$ cat src/sxd_pkg.sv
package sxd_pkg;

  localparam int KEY_LENGTH   = 214;
  localparam int TABLE_LENGTH = 214;
  localparam int HEADER_BYTES = 4;
  localparam int QUEUE_DEPTH  = 4;

  localparam logic [7:0]  BAD_BYTE_FILL = 8'h69;
  localparam logic [7:0]  KEY_TWO_RESET = 8'h33;
  localparam logic [7:0]  KEY_FOUR_RESET = 8'h08;
  localparam logic [7:0]  KEY_POS_TWO  = 8'd2;
  localparam logic [7:0]  KEY_POS_FOUR = 8'd4;
  localparam logic [8:0]  FULL_BLOCK   = 9'h100;
  localparam logic [16:0] ADDR_SPAN    = 17'h10000;
  localparam logic [7:0]  LAST_ID      = 8'd1;
  localparam logic [15:0] TALLY_MAX    = 16'hFFFF;

  localparam logic CFG_KEY_TWO  = 1'b0;
  localparam logic CFG_KEY_FOUR = 1'b1;

  typedef enum logic [1:0] {
    KIND_DATA  = 2'd0,
    KIND_CHECK = 2'd1,
    KIND_ERROR = 2'd2
  } kind_t;

  // one unit of work for the back end
  typedef struct packed {
    kind_t       kind;
    logic        clear;
    logic [15:0] address;
    logic [7:0]  key;
    logic [7:0]  raw;
    logic        read_error;
  } cmd_t;

  typedef struct packed {
    kind_t       kind;
    logic [15:0] address;
    logic [7:0]  value;
    logic        byte_bad;
    logic [7:0]  checksum_expected;
    logic [7:0]  checksum_read;
    logic        checksum_ok;
    logic [15:0] error_count;
    logic        last;
  } res_t;

  localparam logic [7:0] KEY_TABLE [0:TABLE_LENGTH-1] = '{
    8'h40,8'h3C,8'h33,8'h00,8'h08,8'hA2,8'h08,8'h20,8'h14,8'h00,8'h66,8'hFC,8'hCA,8'hD0,8'hF8,8'hA5,
    8'hFC,8'h60,8'hA9,8'h10,8'h2C,8'h0D,8'hDC,8'hF0,8'hFB,8'h4E,8'h0D,8'hDD,8'hA9,8'h19,8'h8D,8'h0E,
    8'hDD,8'hEE,8'h20,8'hD0,8'h60,8'h20,8'h14,8'h00,8'h66,8'hFC,8'hA5,8'hFC,8'hC9,8'hE3,8'hD0,8'hF5,
    8'h20,8'h07,8'h00,8'hC9,8'hE3,8'hF0,8'hF9,8'hC9,8'hED,8'hD0,8'hEA,8'h20,8'h07,8'h00,8'h85,8'hFA,
    8'h20,8'h07,8'h00,8'h85,8'hFD,8'h20,8'h07,8'h00,8'h85,8'hFE,8'h20,8'h07,8'h00,8'h85,8'hFB,8'hA0,
    8'h00,8'h20,8'h07,8'h00,8'hC6,8'h01,8'hA6,8'hF8,8'h55,8'h02,8'hE8,8'hE0,8'hD6,8'hD0,8'h02,8'hA2,
    8'h00,8'h86,8'hF8,8'h45,8'hFE,8'h45,8'hFD,8'h91,8'hFD,8'h45,8'hFF,8'h85,8'hFF,8'hE6,8'h01,8'hE6,
    8'hFD,8'hD0,8'h02,8'hE6,8'hFE,8'hC6,8'hFB,8'hD0,8'hD6,8'hC6,8'hFA,8'hD0,8'hBE,8'h20,8'h07,8'h00,
    8'hC5,8'hFF,8'hD0,8'h03,8'h4C,8'hCD,8'h00,8'hEE,8'h20,8'hD0,8'h4C,8'h89,8'h00,8'h78,8'hA9,8'h02,
    8'h8D,8'hFA,8'hFF,8'h8D,8'hFE,8'hFF,8'hA9,8'h00,8'h8D,8'hFB,8'hFF,8'h8D,8'hFF,8'hFF,8'hA9,8'h7F,
    8'h8D,8'h0D,8'hDC,8'h8D,8'h0D,8'hDD,8'hAD,8'h0D,8'hDC,8'hAD,8'h0D,8'hDD,8'hA9,8'h80,8'h8D,8'h04,
    8'hDD,8'hA9,8'h01,8'h8D,8'h05,8'hDD,8'h4A,8'h8D,8'h20,8'hD0,8'h8D,8'h20,8'hD0,8'h85,8'hFF,8'h85,
    8'hF9,8'h85,8'hF8,8'hA9,8'h19,8'h8D,8'h0E,8'hDD,8'h4C,8'h27,8'h00,8'hE6,8'hF9,8'hA6,8'hF9,8'hB5,
    8'h05,8'h48,8'hB5,8'h03,8'h48,8'h60
  };

  function automatic logic [7:0] key_at(input logic [7:0] pos, input logic [7:0] k2,
                                        input logic [7:0] k4);
    logic [7:0] k;
    k = 8'h00;
    if (pos == KEY_POS_TWO) begin
      k = k2;
    end else if (pos == KEY_POS_FOUR) begin
      k = k4;
    end else if (32'(pos) < TABLE_LENGTH) begin
      k = KEY_TABLE[pos];
    end
    return k;
  endfunction

endpackage

$ cat src/sxd_front.sv
module sxd_front (
  input  logic               clk,
  input  logic               rst_n,
  input  logic               cfg_we,
  input  logic               cfg_index,
  input  logic [7:0]         cfg_wdata,
  input  logic               accept,
  input  logic               first,
  input  logic [7:0]         raw,
  input  logic               read_error,
  output logic               push,
  output sxd_pkg::cmd_t      cmd
);

  typedef enum logic [2:0] {
    PH_IDLE,
    PH_HEADER,
    PH_PAYLOAD,
    PH_CHECK,
    PH_DONE
  } phase_t;

  localparam logic [1:0] HDR_LAST = 2'(sxd_pkg::HEADER_BYTES - 1);
  localparam logic [7:0] KEY_LAST = 8'(sxd_pkg::KEY_LENGTH - 1);

  phase_t      phase_r, phase_nxt, phase_eff;
  logic [1:0]  hidx_r, hidx_nxt, hidx_eff;
  logic [7:0]  id_r, id_nxt;
  logic [15:0] addr_r, addr_nxt;
  logic [8:0]  left_r, left_nxt, size;
  logic [7:0]  keypos_r, keypos_nxt, keypos_eff;
  logic        clear_pend_r, clear_pend_nxt;
  logic [7:0]  key_two_r, key_four_r;
  logic [16:0] span;

  always_comb begin
    phase_eff  = first ? PH_HEADER : phase_r;
    hidx_eff   = first ? 2'd0 : hidx_r;
    keypos_eff = first ? 8'd0 : keypos_r;
    phase_nxt  = phase_r;
    hidx_nxt   = hidx_r;
    id_nxt     = id_r;
    addr_nxt   = addr_r;
    left_nxt   = left_r;
    keypos_nxt = keypos_r;
    size       = (raw == 8'd0) ? sxd_pkg::FULL_BLOCK : {1'b0, raw};
    span       = {1'b0, addr_r} + {8'd0, size};
    push       = 1'b0;
    cmd.kind       = sxd_pkg::KIND_ERROR;
    cmd.clear      = first || clear_pend_r;
    cmd.address    = addr_r;
    cmd.key        = sxd_pkg::key_at(keypos_eff, key_two_r, key_four_r);
    cmd.raw        = raw;
    cmd.read_error = read_error;
    if (accept) begin
      keypos_nxt = keypos_eff;
      hidx_nxt   = hidx_eff;
      phase_nxt  = phase_eff;
      unique case (phase_eff)
        PH_HEADER: begin
          if (read_error) begin
            phase_nxt = PH_DONE;
            push      = 1'b1;
          end else begin
            unique case (hidx_eff)
              2'd0: id_nxt = raw;
              2'd1: addr_nxt = {addr_r[15:8], raw};
              2'd2: addr_nxt = {raw, addr_r[7:0]};
              default: ;
            endcase
            if (hidx_eff != HDR_LAST) begin
              hidx_nxt = hidx_eff + 2'd1;
            end else begin
              hidx_nxt = 2'd0;
              left_nxt = size;
              if (span > sxd_pkg::ADDR_SPAN || id_r == 8'd0) begin
                phase_nxt = PH_DONE;
                push      = 1'b1;
              end else begin
                phase_nxt = PH_PAYLOAD;
              end
            end
          end
        end
        PH_PAYLOAD: begin
          push     = 1'b1;
          cmd.kind = sxd_pkg::KIND_DATA;
          if (!read_error) begin
            keypos_nxt = (keypos_eff >= KEY_LAST) ? 8'd0 : keypos_eff + 8'd1;
          end
          addr_nxt = addr_r + 16'd1;
          left_nxt = left_r - 9'd1;
          if (left_nxt == 9'd0) begin
            phase_nxt = (id_r == sxd_pkg::LAST_ID) ? PH_CHECK : PH_HEADER;
            hidx_nxt  = 2'd0;
          end
        end
        PH_CHECK: begin
          push      = 1'b1;
          cmd.kind  = sxd_pkg::KIND_CHECK;
          phase_nxt = PH_DONE;
        end
        PH_IDLE, PH_DONE: ;
        default: ;
      endcase
    end
    // carry the restart to whichever command goes out next
    clear_pend_nxt = push ? 1'b0 : ((accept && first) || clear_pend_r);
  end

  always_ff @(posedge clk) begin
    if (!rst_n) begin
      phase_r      <= PH_IDLE;
      hidx_r       <= 2'd0;
      id_r         <= 8'd0;
      addr_r       <= 16'd0;
      left_r       <= 9'd0;
      keypos_r     <= 8'd0;
      clear_pend_r <= 1'b0;
      key_two_r    <= sxd_pkg::KEY_TWO_RESET;
      key_four_r   <= sxd_pkg::KEY_FOUR_RESET;
    end else begin
      phase_r      <= phase_nxt;
      hidx_r       <= hidx_nxt;
      id_r         <= id_nxt;
      addr_r       <= addr_nxt;
      left_r       <= left_nxt;
      keypos_r     <= keypos_nxt;
      clear_pend_r <= clear_pend_nxt;
      if (cfg_we && cfg_index == sxd_pkg::CFG_KEY_TWO) begin
        key_two_r <= cfg_wdata;
      end
      if (cfg_we && cfg_index == sxd_pkg::CFG_KEY_FOUR) begin
        key_four_r <= cfg_wdata;
      end
    end
  end

endmodule

$ cat src/sxd_queue.sv
module sxd_queue (
  input  logic          clk,
  input  logic          rst_n,
  input  logic          push,
  input  sxd_pkg::cmd_t push_cmd,
  output logic          full,
  input  logic          pop,
  output logic          nonempty,
  output sxd_pkg::cmd_t head
);

  localparam int PTR_W = $clog2(sxd_pkg::QUEUE_DEPTH);
  localparam int CNT_W = $clog2(sxd_pkg::QUEUE_DEPTH + 1);
  localparam logic [CNT_W-1:0] DEPTH = CNT_W'(sxd_pkg::QUEUE_DEPTH);

  sxd_pkg::cmd_t    slot_r [0:sxd_pkg::QUEUE_DEPTH-1];
  logic [PTR_W-1:0] wr_r, wr_nxt, rd_r, rd_nxt;
  logic [CNT_W-1:0] cnt_r, cnt_nxt;

  assign full     = (cnt_r == DEPTH);
  assign nonempty = (cnt_r != '0);
  assign head     = slot_r[rd_r];

  always_comb begin
    wr_nxt  = (push && !full) ? PTR_W'(wr_r + 1'b1) : wr_r;
    rd_nxt  = (pop && nonempty) ? PTR_W'(rd_r + 1'b1) : rd_r;
    cnt_nxt = cnt_r + CNT_W'(push && !full) - CNT_W'(pop && nonempty);
  end

  always_ff @(posedge clk) begin
    if (!rst_n) begin
      wr_r  <= '0;
      rd_r  <= '0;
      cnt_r <= '0;
    end else begin
      wr_r  <= wr_nxt;
      rd_r  <= rd_nxt;
      cnt_r <= cnt_nxt;
    end
  end

  always_ff @(posedge clk) begin
    if (push && !full) begin
      slot_r[wr_r] <= push_cmd;
    end
  end

endmodule

$ cat src/sxd_back.sv
module sxd_back (
  input  logic          clk,
  input  logic          rst_n,
  input  logic          cmd_valid,
  input  sxd_pkg::cmd_t cmd,
  output logic          pop,
  output logic          res_valid,
  input  logic          res_ready,
  output sxd_pkg::res_t res
);

  logic          valid_r;
  sxd_pkg::res_t res_r, res_nxt;
  logic [7:0]    cs_r, cs_nxt, cs_base, plain;
  logic [15:0]   tally_r, tally_nxt, tally_base, tally_inc;

  assign pop       = cmd_valid && (!valid_r || res_ready);
  assign res_valid = valid_r;
  assign res       = res_r;

  always_comb begin
    cs_base    = cmd.clear ? 8'd0 : cs_r;
    tally_base = cmd.clear ? 16'd0 : tally_r;
    tally_inc  = (tally_base == sxd_pkg::TALLY_MAX) ? tally_base : tally_base + 16'd1;
    plain      = cmd.raw ^ cmd.key ^ cmd.address[15:8] ^ cmd.address[7:0];
    cs_nxt     = cs_base;
    tally_nxt  = tally_base;
    res_nxt    = '0;
    res_nxt.kind = cmd.kind;
    unique case (cmd.kind)
      sxd_pkg::KIND_DATA: begin
        res_nxt.address  = cmd.address;
        res_nxt.byte_bad = cmd.read_error;
        if (cmd.read_error) begin
          res_nxt.value = sxd_pkg::BAD_BYTE_FILL;
          tally_nxt     = tally_inc;
        end else begin
          res_nxt.value = plain;
          cs_nxt        = cs_base ^ plain;
        end
      end
      sxd_pkg::KIND_CHECK: begin
        res_nxt.last = 1'b1;
        if (cmd.read_error) begin
          tally_nxt = tally_inc;
        end else begin
          res_nxt.checksum_read = cmd.raw;
          res_nxt.checksum_ok   = (cmd.raw == cs_base);
        end
      end
      sxd_pkg::KIND_ERROR: res_nxt.last = 1'b1;
      default: res_nxt.last = 1'b1;
    endcase
    res_nxt.checksum_expected = cs_nxt;
    res_nxt.error_count       = tally_nxt;
  end

  always_ff @(posedge clk) begin
    if (!rst_n) begin
      valid_r <= 1'b0;
      cs_r    <= 8'd0;
      tally_r <= 16'd0;
    end else begin
      if (pop) begin
        valid_r <= 1'b1;
        cs_r    <= cs_nxt;
        tally_r <= tally_nxt;
      end else if (res_ready) begin
        valid_r <= 1'b0;
      end
    end
  end

  always_ff @(posedge clk) begin
    if (pop) begin
      res_r <= res_nxt;
    end
  end

endmodule

$ cat src/subblock_xor_decrypt_deframer_core.sv
// Deframes and decrypts the tape byte stream that follows the sync byte: header bytes
// (id, load address low/high, size) are parsed, each payload byte is XORed with the
// rolling key and both address bytes and is sent out with its address, and the file
// ends with a checksum result or a format error result (out_tlast marks both).
// Raise in_tuser on the first byte after sync to restart parsing. One beat is taken
// per clock cycle while the command queue is not full; a result passes through the
// four-entry command queue between the header parser and the decrypt stage, then the
// output register. Header bytes yield only error results, bytes outside a file none.
module subblock_xor_decrypt_deframer_core (
  input  logic        clk,
  input  logic        rst_n,
  input  logic        cfg_we,
  input  logic        cfg_index,
  input  logic [7:0]  cfg_wdata,
  input  logic        in_tvalid,
  output logic        in_tready,
  input  logic [15:0] in_tdata,   // byte_value[7:0], read_error[8], zero[15:9]
  input  logic        in_tuser,   // first
  output logic        out_tvalid,
  input  logic        out_tready,
  output logic [63:0] out_tdata,  // address[15:0], value[23:16], byte_bad[24],
                                  // checksum_expected[32:25], checksum_read[40:33],
                                  // checksum_ok[41], error_count[57:42], zero[63:58]
  output logic [1:0]  out_tuser,  // kind
  output logic        out_tlast
);

  logic          accept, push, full, pop, nonempty;
  sxd_pkg::cmd_t cmd, head;
  sxd_pkg::res_t res;

  assign in_tready = !full;
  assign accept    = in_tvalid && in_tready;

  sxd_front u_front (
    .clk        (clk),
    .rst_n      (rst_n),
    .cfg_we     (cfg_we),
    .cfg_index  (cfg_index),
    .cfg_wdata  (cfg_wdata),
    .accept     (accept),
    .first      (in_tuser),
    .raw        (in_tdata[7:0]),
    .read_error (in_tdata[8]),
    .push       (push),
    .cmd        (cmd)
  );

  sxd_queue u_queue (
    .clk      (clk),
    .rst_n    (rst_n),
    .push     (push),
    .push_cmd (cmd),
    .full     (full),
    .pop      (pop),
    .nonempty (nonempty),
    .head     (head)
  );

  sxd_back u_back (
    .clk       (clk),
    .rst_n     (rst_n),
    .cmd_valid (nonempty),
    .cmd       (head),
    .pop       (pop),
    .res_valid (out_tvalid),
    .res_ready (out_tready),
    .res       (res)
  );

  assign out_tuser = res.kind;
  assign out_tlast = res.last;
  assign out_tdata = {6'd0, res.error_count, res.checksum_ok, res.checksum_read,
                      res.checksum_expected, res.byte_bad, res.value, res.address};

  a_reset_idle: assert property (@(posedge clk) !rst_n |=> !out_tvalid)
    else $error("result valid right after reset");

  a_last_kind: assert property (@(posedge clk) disable iff (!rst_n)
    out_tvalid |-> (out_tlast == (out_tuser != sxd_pkg::KIND_DATA)))
    else $error("tlast does not match result kind");

  a_data_no_check: assert property (@(posedge clk) disable iff (!rst_n)
    out_tvalid && out_tuser == sxd_pkg::KIND_DATA |-> out_tdata[41:33] == 9'd0)
    else $error("data result carries checksum fields");

  a_check_ok: assert property (@(posedge clk) disable iff (!rst_n)
    out_tvalid && out_tuser == sxd_pkg::KIND_CHECK && out_tdata[41]
      |-> out_tdata[40:33] == out_tdata[32:25])
    else $error("checksum_ok set on mismatching checksum");

endmodule
$ cat config.mk
export PLATFORM = sky130hd
export DESIGN_NAME = subblock_xor_decrypt_deframer_core
export DESIGN_NICKNAME = d
export VERILOG_FILES = /design/src/sxd_pkg.sv /design/src/sxd_front.sv /design/src/sxd_queue.sv /design/src/sxd_back.sv /design/src/subblock_xor_decrypt_deframer_core.sv
export SDC_FILE = /design/constraint.sdc
export NUM_CORES = 1
export LEC_CHECK = 0
export BUFFER_PORTS_ARGS = -buffer_cell sky130_fd_sc_hd__buf_2
export CAP_MARGIN = 20
export CORE_MARGIN = 3
export CORE_UTILIZATION = 55
export DETAILED_ROUTE_END_ITERATION = 16
export PLACE_DENSITY = 0.85
export RECOVER_POWER = 25
export SYNTH_ARGS = -nofsm -noshare
export SYNTH_HDL_FRONTEND = slang
export SYNTH_SLANG_ARGS = --single-unit
$ cat constraint.sdc
create_clock -name clk -period 4.2 [get_ports clk]
set_input_delay 0.63 -clock clk [delete_from_list [all_inputs] [get_ports clk]]
set_output_delay 0.63 -clock clk [all_outputs]
set_load 0.05 [all_outputs]
# Word-level counts from Yosys, hierarchy flattened
# Memory sizes are Yosys's and may differ from the RTL's. A register that Yosys moved wholly into a read port is not among the register bits.
# Index checks and enable logic that the tools add are counted.
[totals]
register_bits = 156
mem_bits_rw = 144
rom_bits = 2048
out_inout_bits = 69
elab_cells = 151
n_memories = 2
[op_classes]
n_addsub = 10
n_lt_le_gt_ge = 4
n_eq_ne = 19
mux = 50
bitwise = 10
n_reduce_logical = 30
[memory_table]
columns = ["name", "depth", "word_bits", "rd", "rd_clocked_by_memory_dff", "write_ports", "line_no", "rtl"]
rows = [
  ["(name not given)", 256, 8, 1, 0, 0, "sxd_pkg.sv:75", "k = KEY_TABLE[pos];"],
  ["u_queue.slot_r", 4, 36, 1, 1, 1, "sxd_queue.sv:16", "sxd_pkg::cmd_t slot_r [0:sxd_pkg::QUEUE_DEPTH-1];"],
]
[ops]
columns = ["cell", "n"]
rows = [
  ["2-to-1 mux 8 bit", 12],
  ["2-to-1 mux 16 bit", 5],
  ["case mux 16 bit (2 select lines)", 2],
  ["adder 16 x 1 -> 16 bit, second input constant", 2],
  ["bitwise XOR 8 bit", 4],
  ["2-to-1 mux 9 bit", 3],
  ["case mux 9 bit (2 select lines)", 1],
  ["adder 16 x 9 -> 17 bit", 1],
  ["greater-than comparator 17 bit, second input constant", 1],
  ["== test 16 bit, second input constant", 1],
  ["logical NOT 8 bit", 2],
  ["2-to-1 mux 2 bit", 8],
  ["2-to-1 mux 3 bit", 5],
  ["inequality test 2 bit, second input constant", 7],
  ["AND reduction 5 bit", 2],
  ["OR reduction 2 bit", 5],
  ["greater-or-equal comparator 9 bit, second input constant", 1],
  ["logical NOT 9 bit", 1],
  ["2-to-1 mux 1 bit", 9],
  ["NOT 8 -> 9 bit", 1],
  ["case mux 3 bit (3 select lines)", 1],
  ["subtractor 9 x 1 -> 9 bit, second input constant", 1],
  ["adder 8 x 1 -> 8 bit, second input constant", 1],
  ["== test 8 x 1 -> 1 bit, second input constant", 1],
  ["24 further kinds", 46],
]

# Depth between registers and ports, before layout
# Gate-level depths: netlist of run 1.
[depth]
word_depth = 13
ltp_mapped = 16
depth_no_buf = 15

# Hierarchy
# Synthesis of run 1 repeated with hierarchy kept, for this count alone.
[hier_totals]
hier_cells = 1743
area_unflattened_um2 = 17282.8
[modules_own_cells]
columns = ["module", "n_inst", "cells_each", "area_per_inst_um2", "seq_area_each_um2"]
rows = [
  ["sxd_front", 1, 1085, 7184.4, 1261.2],
  ["sxd_queue", 1, 237, 5730.5, 4504.3],
  ["sxd_back", 1, 412, 4309.1, 2332.2],
  ["subblock_xor_decrypt_deframer_core", 1, 9, 58.8, 0.0],
]

# Worst setup path before layout of run 1
# Ideal clock, no wire load.
[synth_timing]
path_kind = "input to register"
start = "input out_tready"
end = "register u_queue.cnt_r[1]"
arrival_ns = 4.272
t_required_ns = 4.085
setup_slack_ns = -0.187
cell_stages = 10
cell_sequence = "inv_1 a21o_1 clkbuf_1 clkinv_1 clkbuf_1 ha_1 inv_1 ha_1 fa_1 and2_1"
[synth_via]
elab_chain_cells = 4
[synth_lines]
columns = ["item", "line_no", "rtl"]
rows = [
  ["start: declaration", "subblock_xor_decrypt_deframer_core.sv:20", "input logic out_tready,"],
  ["logical OR 1 bit", "sxd_back.sv:17", "assign pop = cmd_valid && (!valid_r || res_ready);"],
  ["logical AND 1 bit", "sxd_back.sv:17", ""],
  ["via pop", "subblock_xor_decrypt_deframer_core.sv:28", "logic accept, push, full, pop, nonempty;"],
  ["logical AND 1 bit", "sxd_queue.sv:27", "cnt_nxt = cnt_r + CNT_W'(push && !full) - CNT_W'(pop && nonempty);"],
  ["subtractor 3 x 1 -> 3 bit", "sxd_queue.sv:27", ""],
  ["via u_queue.cnt_nxt[1]", "sxd_queue.sv:18", "logic [CNT_W-1:0] cnt_r, cnt_nxt;"],
  ["end signal: assignment", "sxd_queue.sv:38", "cnt_r <= cnt_nxt;"],
  ["end: declaration", "sxd_queue.sv:18", ""],
]
# The timed path passes the listed nets, and every way through them passes these cells.
# A chain may end at the register's enable or synchronous reset.

# Final worst setup path of run 1
[layout_timing]
start = "input in_tdata[1]"
end = "register u_queue.cnt_r[1]"
[layout_via]
elab_chain_cells = 13
[layout_lines]
columns = ["item", "line_no", "rtl"]
rows = [
  ["start: declaration", "subblock_xor_decrypt_deframer_core.sv:17", "input logic [15:0] in_tdata,"],
  ["logical NOT 8 bit", "sxd_front.sv:46", "size = (raw == 8'd0) ? sxd_pkg::FULL_BLOCK : {1'b0, raw};"],
  ["2-to-1 mux 9 bit *", "sxd_front.sv:46", ""],
  ["adder 16 x 9 -> 17 bit *", "sxd_front.sv:47", "span = {1'b0, addr_r} + {8'd0, size};"],
  ["greater-than comparator 17 bit *", "sxd_front.sv:76", "if (span > sxd_pkg::ADDR_SPAN || id_r == 8'd0) begin"],
  ["logical OR 1 bit *", "sxd_front.sv:76", ""],
  ["2-to-1 mux 1 bit *", "sxd_front.sv:76", ""],
  ["2-to-1 mux 1 bit *", "sxd_front.sv:71", "if (hidx_eff != HDR_LAST) begin"],
  ["2-to-1 mux 1 bit *", "sxd_front.sv:61", "if (read_error) begin"],
  ["case mux 1 bit (2 select lines) *", "sxd_front.sv:59", "unique case (phase_eff)"],
  ["2-to-1 mux 1 bit *", "sxd_front.sv:55", "if (accept) begin"],
  ["logical AND 1 bit *", "sxd_queue.sv:27", ""],
  ["adder 3 x 1 -> 3 bit *", "sxd_queue.sv:27", ""],
  ["subtractor 3 x 1 -> 3 bit *", "sxd_queue.sv:27", ""],
  ["via u_queue.cnt_nxt[1]", "sxd_queue.sv:18", ""],
]
# Mark *: on every way through the listed nets, which the timed path passes. The rest lies on a longest branch.

==> qor.yml, run 1 <==
rsz0062_at_grt: "false"
combPwrFrac: 0.377
slew_violations: 31
synth.avg_cell_area_sq_um: 9.74
ys_seq_area_frac: 0.482
drt-total-wl_mm: 56.9
power_density_nw_per_um2: 560
p_sw_uw: 4320
synthFlopType: "edfxtp_1"
required_ns: 4.61
fin_ws_ns: 0.166
post-route-util: 0.638
tns_ns: 0
maxCapViolCount: 1
die_width_microns: 181
ys_types: 78
synth_async_sr_flop_share: 0
synth_top_family_by_area: "simple AND/OR/NAND/NOR gates"
cts_tree: "built"
ir_worst_vdd_mv: 0.408
final-setup-viol-count: 0
power.internal_uw: 6360
seq_power_share: 0.377
pre_cts_ws_ns: -0.215
dp_hpwl_mm: 37.0
synth-simple-area-share: 0.177
grt_pass1_vias: 14500
p_leak_uw: 0.00686
fin_crit_ns: 4.03
p_total_uw: 10700
synth_seq_cells: 302
p_sw_frac: 0.405
use_met1: 0.450
track_usage: 0.334
use_met2: 0.537
placed_area_sq_um: 18200
skew_ns: 0.0245
yosysWarnings: 0
cts_buffers: 28
first_pass_iters: 6
end_kind: "register"
ant_nets: 0
hp-class: "in -> reg"
fin_crit_sh: 0.960
overflow: 0
clock-sinks: 302
synth_area_leaders: "edfxtp_1, dfxtp_1, mux4_2, a21oi_1, nand2_1"
clk_latency_ns: 0.55
critPathKind: "in -> reg"
synth_largest_area_cell: "edfxtp_1"
synth_mux_area_frac: 0.0574
gp_congestion: 1.07
coreArea_sq_um: 29900
worstPathMaxFanout: 10
synth_cells: 1726
placement.io_buffers: 86
layout-drive-gt1-share: 0.149
clockBufferDepth: 3
finalHoldViolations: 0
fmaxAchievable_ghz: 0.248
nets: 1901
die_h_microns: 181
clk_pin_slew_ns: 0.07
num_io_pins: 100
finalInstanceArea_sq_um: 19100
violations: "max-capacitance violations, max-slew violations"
rows: 63
top_usage_layer: "met2"
critPathArrivalTime_ns: 4.45
grt_use_met3: 0.0556
slew_headroom: -0.127
die-area_sq_um: 32700
synth_edf_count: 205
antenna_found_initial: 0
synth-compound-area-share: 0.175
drc: 0
synth_fa_ha_area_frac: 0.0329
syn_to_final_growth_pct: 13.3
cts_root_buf: "clkbuf_16"
status: "complete, but fails checks"
tightest_slew_ns: 1.69
grt_pass1_wl_mm: 86.7
synthXorXnorAreaFrac: 0.0323
initial_core_util: 0.563
insertedDiodeCount: 0
power_frac_clock: 0.246
mostFrequentLayoutCell: "edfxtp_1"
wl_per_cell_microns: 25.4
vias: 15300
grt_max_degree: 63
final_cell_mix: "edfxtp_1, nand2_1, a21oi_1"
htreeDepth: 1
syn_area_sq_um: 16800
n_fill_cell: 2187
worst_setup_path_start_kind: "input port"
via_per_inst: 6.82
drtIter0Drc: 2287
yosysTopAreaCellShare: 0.366
-- critical path, cell delays in order --
cell and delay, ns:
buf_2 0.09, clkbuf_1 0.59, ha_1 0.36, a211oi_1 0.33, o21ai_0 0.16, o2111ai_1 0.19
mux2i_1 0.35, nand4_1 0.17, o31a_1 0.38, nor2_1 0.20, inv_1 0.10, ha_1 0.23
fa_1 0.45, and2_1 0.19
-- per-layer routing --
metal / wire length, microns / up-vias / share of wire
li1: - / 6593 / -
met1: 21100 / 7186 / 0.37
met2: 26300 / 1225 / 0.46
met3: 6460 / 277 / 0.11
met4: 2990 / 0 / 0.053
met5: 0 / - / 0
-- synthesized netlist by cell type (all sizes together), types with 32 or more instances --
| cell type | number |
|---|---|
| and2 | 38 |
| edfxtp | 205 |
| buf | 32 |
| nor2 | 152 |
| nand3 | 65 |
| inv | 46 |
| a21oi | 153 |
| nor3 | 53 |
| mux4 | 36 |
| dfxtp | 97 |
| nand2 | 186 |
| clkbuf | 104 |
| ha | 41 |
| o21ai | 98 |
-- power by group through the flow --
stage          clock, uW  combinational, uW  sequential (uW)
4_1_cts             2640               3990             4010
2_1_floorplan          0               1810             5060
3_5_place_dp           0               3860             4050
6_report            2630               4030             4020
5_1_grt             2750               4190             4060
3_3_place_gp           0               3720             4010
-- final cells by class --
class / count / area, sq um / share of cell area
flip-flops and latches: 302 / 8100 / 0.425
clock inverters: 14 / 178 / 0.00932
well taps: 390 / 488 / 0.0256
multi-input cells: 1245 / 8010 / 0.421
inverters: 48 / 180 / 0.00946
clock buffers: 38 / 778 / 0.0408
repair buffers: 202 / 1320 / 0.0690
-- timing repair --
item,4_1_cts,5_1_grt
gates resized for setup,0,1
endpoints found under the setup margin,0,2
hold endpoints to repair,0,0
setup buffers,0,0
hold buffers,0,0
-- registers in the layout (all words and copies together) (netlist names), 3 cells and up, named ones only --
register and cells:
u_front.addr_r 16, u_back.tally_r 16, u_front.left_r 9, u_front.keypos_r 8, u_queue.cnt_r 3, u_back.cs_r 8
u_back.res 61, u_front.key_two_r 8, u_queue.slot_r 144, u_front.id_r 8, u_front.key_four_r 8, u_front.phase_r 3
-- metrics by stage --
step                      std cells  hold WS (ns)
after global placement         2186         0.438
final                          2239         0.343
after global routing           2239         0.347
after floorplan                1731         0.423
after detailed placement       2186         0.449
after CTS                      2238         0.318
-- cells by family after synthesis --
| kind of cell | count (synthesis) |
|---|---|
| multiplexers | 51 |
| adder cells (fa/ha/maj) | 43 |
| buffers and inverters | 184 |
| AO/OA/AOI/OAI | 462 |
| AND/OR/NAND/NOR | 621 |
| other | 1 |
| XOR/XNOR | 62 |
| flip-flops | 302 |
-- final timing paths --
check	start	end	slack, ns	depth (start not counted)
max	in_tdata[1]	u_queue.cnt_r[1]	0.17	14
min	cfg_wdata[5]	u_front.key_two_r[5]	0.34	3
max reg2reg	u_front.addr_r[3]	u_queue.cnt_r[1]	0.36	12
min reg2reg	u_front.id_r[4]	u_front.id_r[4]	0.46	2
Note: power is estimated with default switching activity, not from simulation.
==> run 2: changes to the inputs <==
Settings changed: CAP_MARGIN 20 to 25, CELL_PAD_IN_SITES_DETAIL_PLACEMENT set to 1, CELL_PAD_IN_SITES_GLOBAL_PLACEMENT set to 1, CORE_UTILIZATION 55 to 44, PLACE_DENSITY 0.85 to 0.86.
==> qor.yml, run 2 (same netlist as run 1, synthesis figures left out) <==
end_kind: "register"  # unchanged
regMostFlops: "u_queue.slot_r"  # unchanged
maxCapViolCount: 1  # unchanged
power_density_nw_per_um2: 560  # about the same
drc: 0  # unchanged
die_h_microns: 201  # was 181 microns
final-setup-viol-count: 0  # unchanged
vias: 15600  # was 15.3k
track_usage: 0.317  # was 0.334
first_pass_iters: 6  # unchanged
nets: 1917  # was 1,901
path_depth: 15  # was 14
skew_ns: 0.0167  # was 0.0245 ns
dp_hpwl_mm: 43.5  # was 37.0 mm
die-area_sq_um: 40600  # was 32,700 sq um
clk_latency_ns: 0.57  # was 0.55 ns
final_cell_mix: "edfxtp_1, nand2_1, a21oi_1"  # unchanged
p_leak_uw: 0.00692  # was 0.00686 uW
cp_num_buf_inv: 3  # unchanged
insertedDiodeCount: 0  # unchanged
critPathArrivalTime_ns: 4.40  # was 4.45 ns
clk_pin_slew_ns: 0.08  # was 0.07 ns
grt_pass1_vias: 16200  # was 14.5k
cts_resized: 0  # unchanged
htreeDepth: 1  # unchanged
grt_pass1_wl_mm: 101  # was 86.7 mm
finalHoldViolations: 0  # unchanged
cts_setup_buffers: 0  # unchanged
n_fill_cell: 4134  # was 2,187
pre_cts_ws_ns: -0.254  # was -0.215 ns
rsz0062_at_grt: "false"  # unchanged
worstPathMaxFanout: 10  # unchanged
wl_per_cell_microns: 27.7  # was 25.4 microns
p_total_uw: 10800  # was 10,700 uW
initial_core_util: 0.453  # was 0.563
cts_tree: "built"  # unchanged
critPathKind: "in -> reg"  # unchanged
via_per_inst: 6.58  # was 6.82
reg2reg_depth: 14  # was 12
ir_worst_vdd_mv: 0.348  # was 0.408 mV
slowest_stage: "clkbuf_1"  # unchanged
cts_buffers: 29  # was 28
antenna_found_initial: 2  # was 0
startpoint: "in_tdata[1]"  # unchanged
syn_to_final_growth_pct: 14.8  # was 13.3%
clockBufferDepth: 3  # unchanged
tns_ns: 0  # unchanged
drtIter0Drc: 2142  # was 2,287
clock-sinks: 302  # unchanged
r2r_slack_ns: 0.25  # was 0.36 ns
rows: 70  # was 63
die_width_microns: 201  # was 181 microns
slew_violations: 31  # unchanged
tightest_slew_ns: 1.80  # was 1.69 ns
fin_crit_ns: 3.96  # was 4.03 ns
worst_setup_path_start_kind: "input port"  # unchanged
r2r-start: "u_front.addr_r[2]"  # was u_front.addr_r[3]
required_ns: 4.64  # was 4.61 ns
cts_root_buf: "clkbuf_16"  # unchanged
largest_reg_flops: 144  # unchanged
fin_crit_sh: 0.943  # was 0.960
slew_headroom: -0.197  # was -0.127
ant_nets: 0  # unchanged
hp-class: "in -> reg"  # unchanged
violations: "max-capacitance violations, max-slew violations"  # unchanged
cp_top_family: "compound AO/OA/AOI/OAI gates"  # unchanged
layout-drive-gt1-share: 0.154  # was 0.149
drt-total-wl_mm: 65.7  # was 56.9 mm
status: "complete, but fails checks"  # unchanged
placed_area_sq_um: 18400  # was 18,200 sq um
gp_congestion: 1.02  # was 1.07
overflow: 0  # unchanged
placement.io_buffers: 86  # unchanged
cts_hold_buf: 0  # unchanged
mostFrequentLayoutCell: "edfxtp_1"  # unchanged
cpPeakStageDelay_ns: 0.63  # was 0.59 ns
fin_ws_ns: 0.241  # was 0.166 ns
fmaxAchievable_ghz: 0.253  # was 0.248 GHz
cp_cell_sequence: "buf_2 > clkbuf_1 > ha_1 > a211oi_1 > o21ai_0 > o2111ai_1 > mux2i_1 > nand4_1 > o31a_1 > nor2_1 > inv_1 > ha_1 > fa_1 > xnor2_1 > nor2_1"  # was buf_2 > clkbuf_1 > ha_1 > a211oi_1 > o21ai_0 > o2111ai_1 > mux2i_1 > nand4_1 > o31a_1 > nor2_1 > inv_1 > ha_1 > fa_1 > and2_1
coreArea_sq_um: 37100  # was 29,900 sq um
finalInstanceArea_sq_um: 19300  # was 19,100 sq um
grt_max_degree: 79  # was 63
crit_end: "u_queue.cnt_r[2]"  # was u_queue.cnt_r[1]
r2r_end: "u_queue.cnt_r[2]"  # was u_queue.cnt_r[1]
num_io_pins: 100  # unchanged
[run 2: cell types whose count changed in the layout (fill, tap and decap cells not counted), sizes merged]
cell / delta
buf: +17
clkbuf: +2
clkinv: -2
inv: -1
[run 2: worst min path at each step]
| stage | startpoint | endpoint | slack [ns] | cells after the start |
|---|---|---|---|---|
| 6_report | cfg_wdata[1] | u_front.key_two_r[1] | 0.30 | 3 |
| 5_1_grt | cfg_wdata[1] | u_front.key_two_r[1] | 0.32 | 3 |
| 2_1_floorplan | u_front.hidx_r[0] | u_front.hidx_r[0] | 0.42 | 1 |
| 4_1_cts | cfg_wdata[1] | u_front.key_two_r[1] | 0.28 | 3 |
| 3_5_place_dp | u_front.hidx_r[0] | u_front.hidx_r[0] | 0.45 | 1 |
| 3_3_place_gp | u_front.id_r[5] | u_front.id_r[5] | 0.44 | 2 |
[run 2: worst register-to-register path: stages, from the launching register on]
cell	delay, ns
dfxtp_1	0.32
clkbuf_1	0.49
ha_1	0.39
nand3_1	0.24
a21oi_1	0.11
o21ai_0	0.37
xor2_1	0.22
nand4_1	0.13
o31a_1	0.40
nor2_1	0.21
inv_1	0.09
ha_1	0.23
fa_1	0.39
xnor2_1	0.17
nor2_1	0.06
[run 2: report_power, final]
group / leakage, uW / switching, uW / internal [uW]
combinational: 0.00373 / 3000 / 1110
clock: 0.000451 / 1160 / 1500
sequential: 0.00275 / 259 / 3770
total: 0.00692 / 4420 / 6380
[run 2: per-layer routing]
layer / track usage / wire length, microns / up-vias
met1: 0.404 / 25200 / 7749
met4: 0.127 / 3050 / 2
met2: 0.546 / 32000 / 992
met5: 0 / 13 / -
met3: 0.0459 / 5370 / 240
li1: - / - / 6614
[run 2: final cells by class]
cell class	count	area, sq um	area share
well taps	504	631	0.0327
clock buffers	42	795	0.0412
repair buffers	217	1440	0.0746
clock inverters	11	138	0.00713
flip-flops and latches	302	8100	0.420
inverters	48	180	0.00934
multi-input cells	1245	8020	0.415
[run 2: metrics by stage]
step / std cells / hold slack (ns) / util
after CTS: 2369 / 0.283 / 0.522
after detailed placement: 2316 / 0.448 / 0.496
after global routing: 2369 / 0.322 / 0.520
final: 2369 / 0.299 / 0.520
after global placement: 2316 / 0.437 / 0.496
after floorplan: 1731 / 0.423 / -
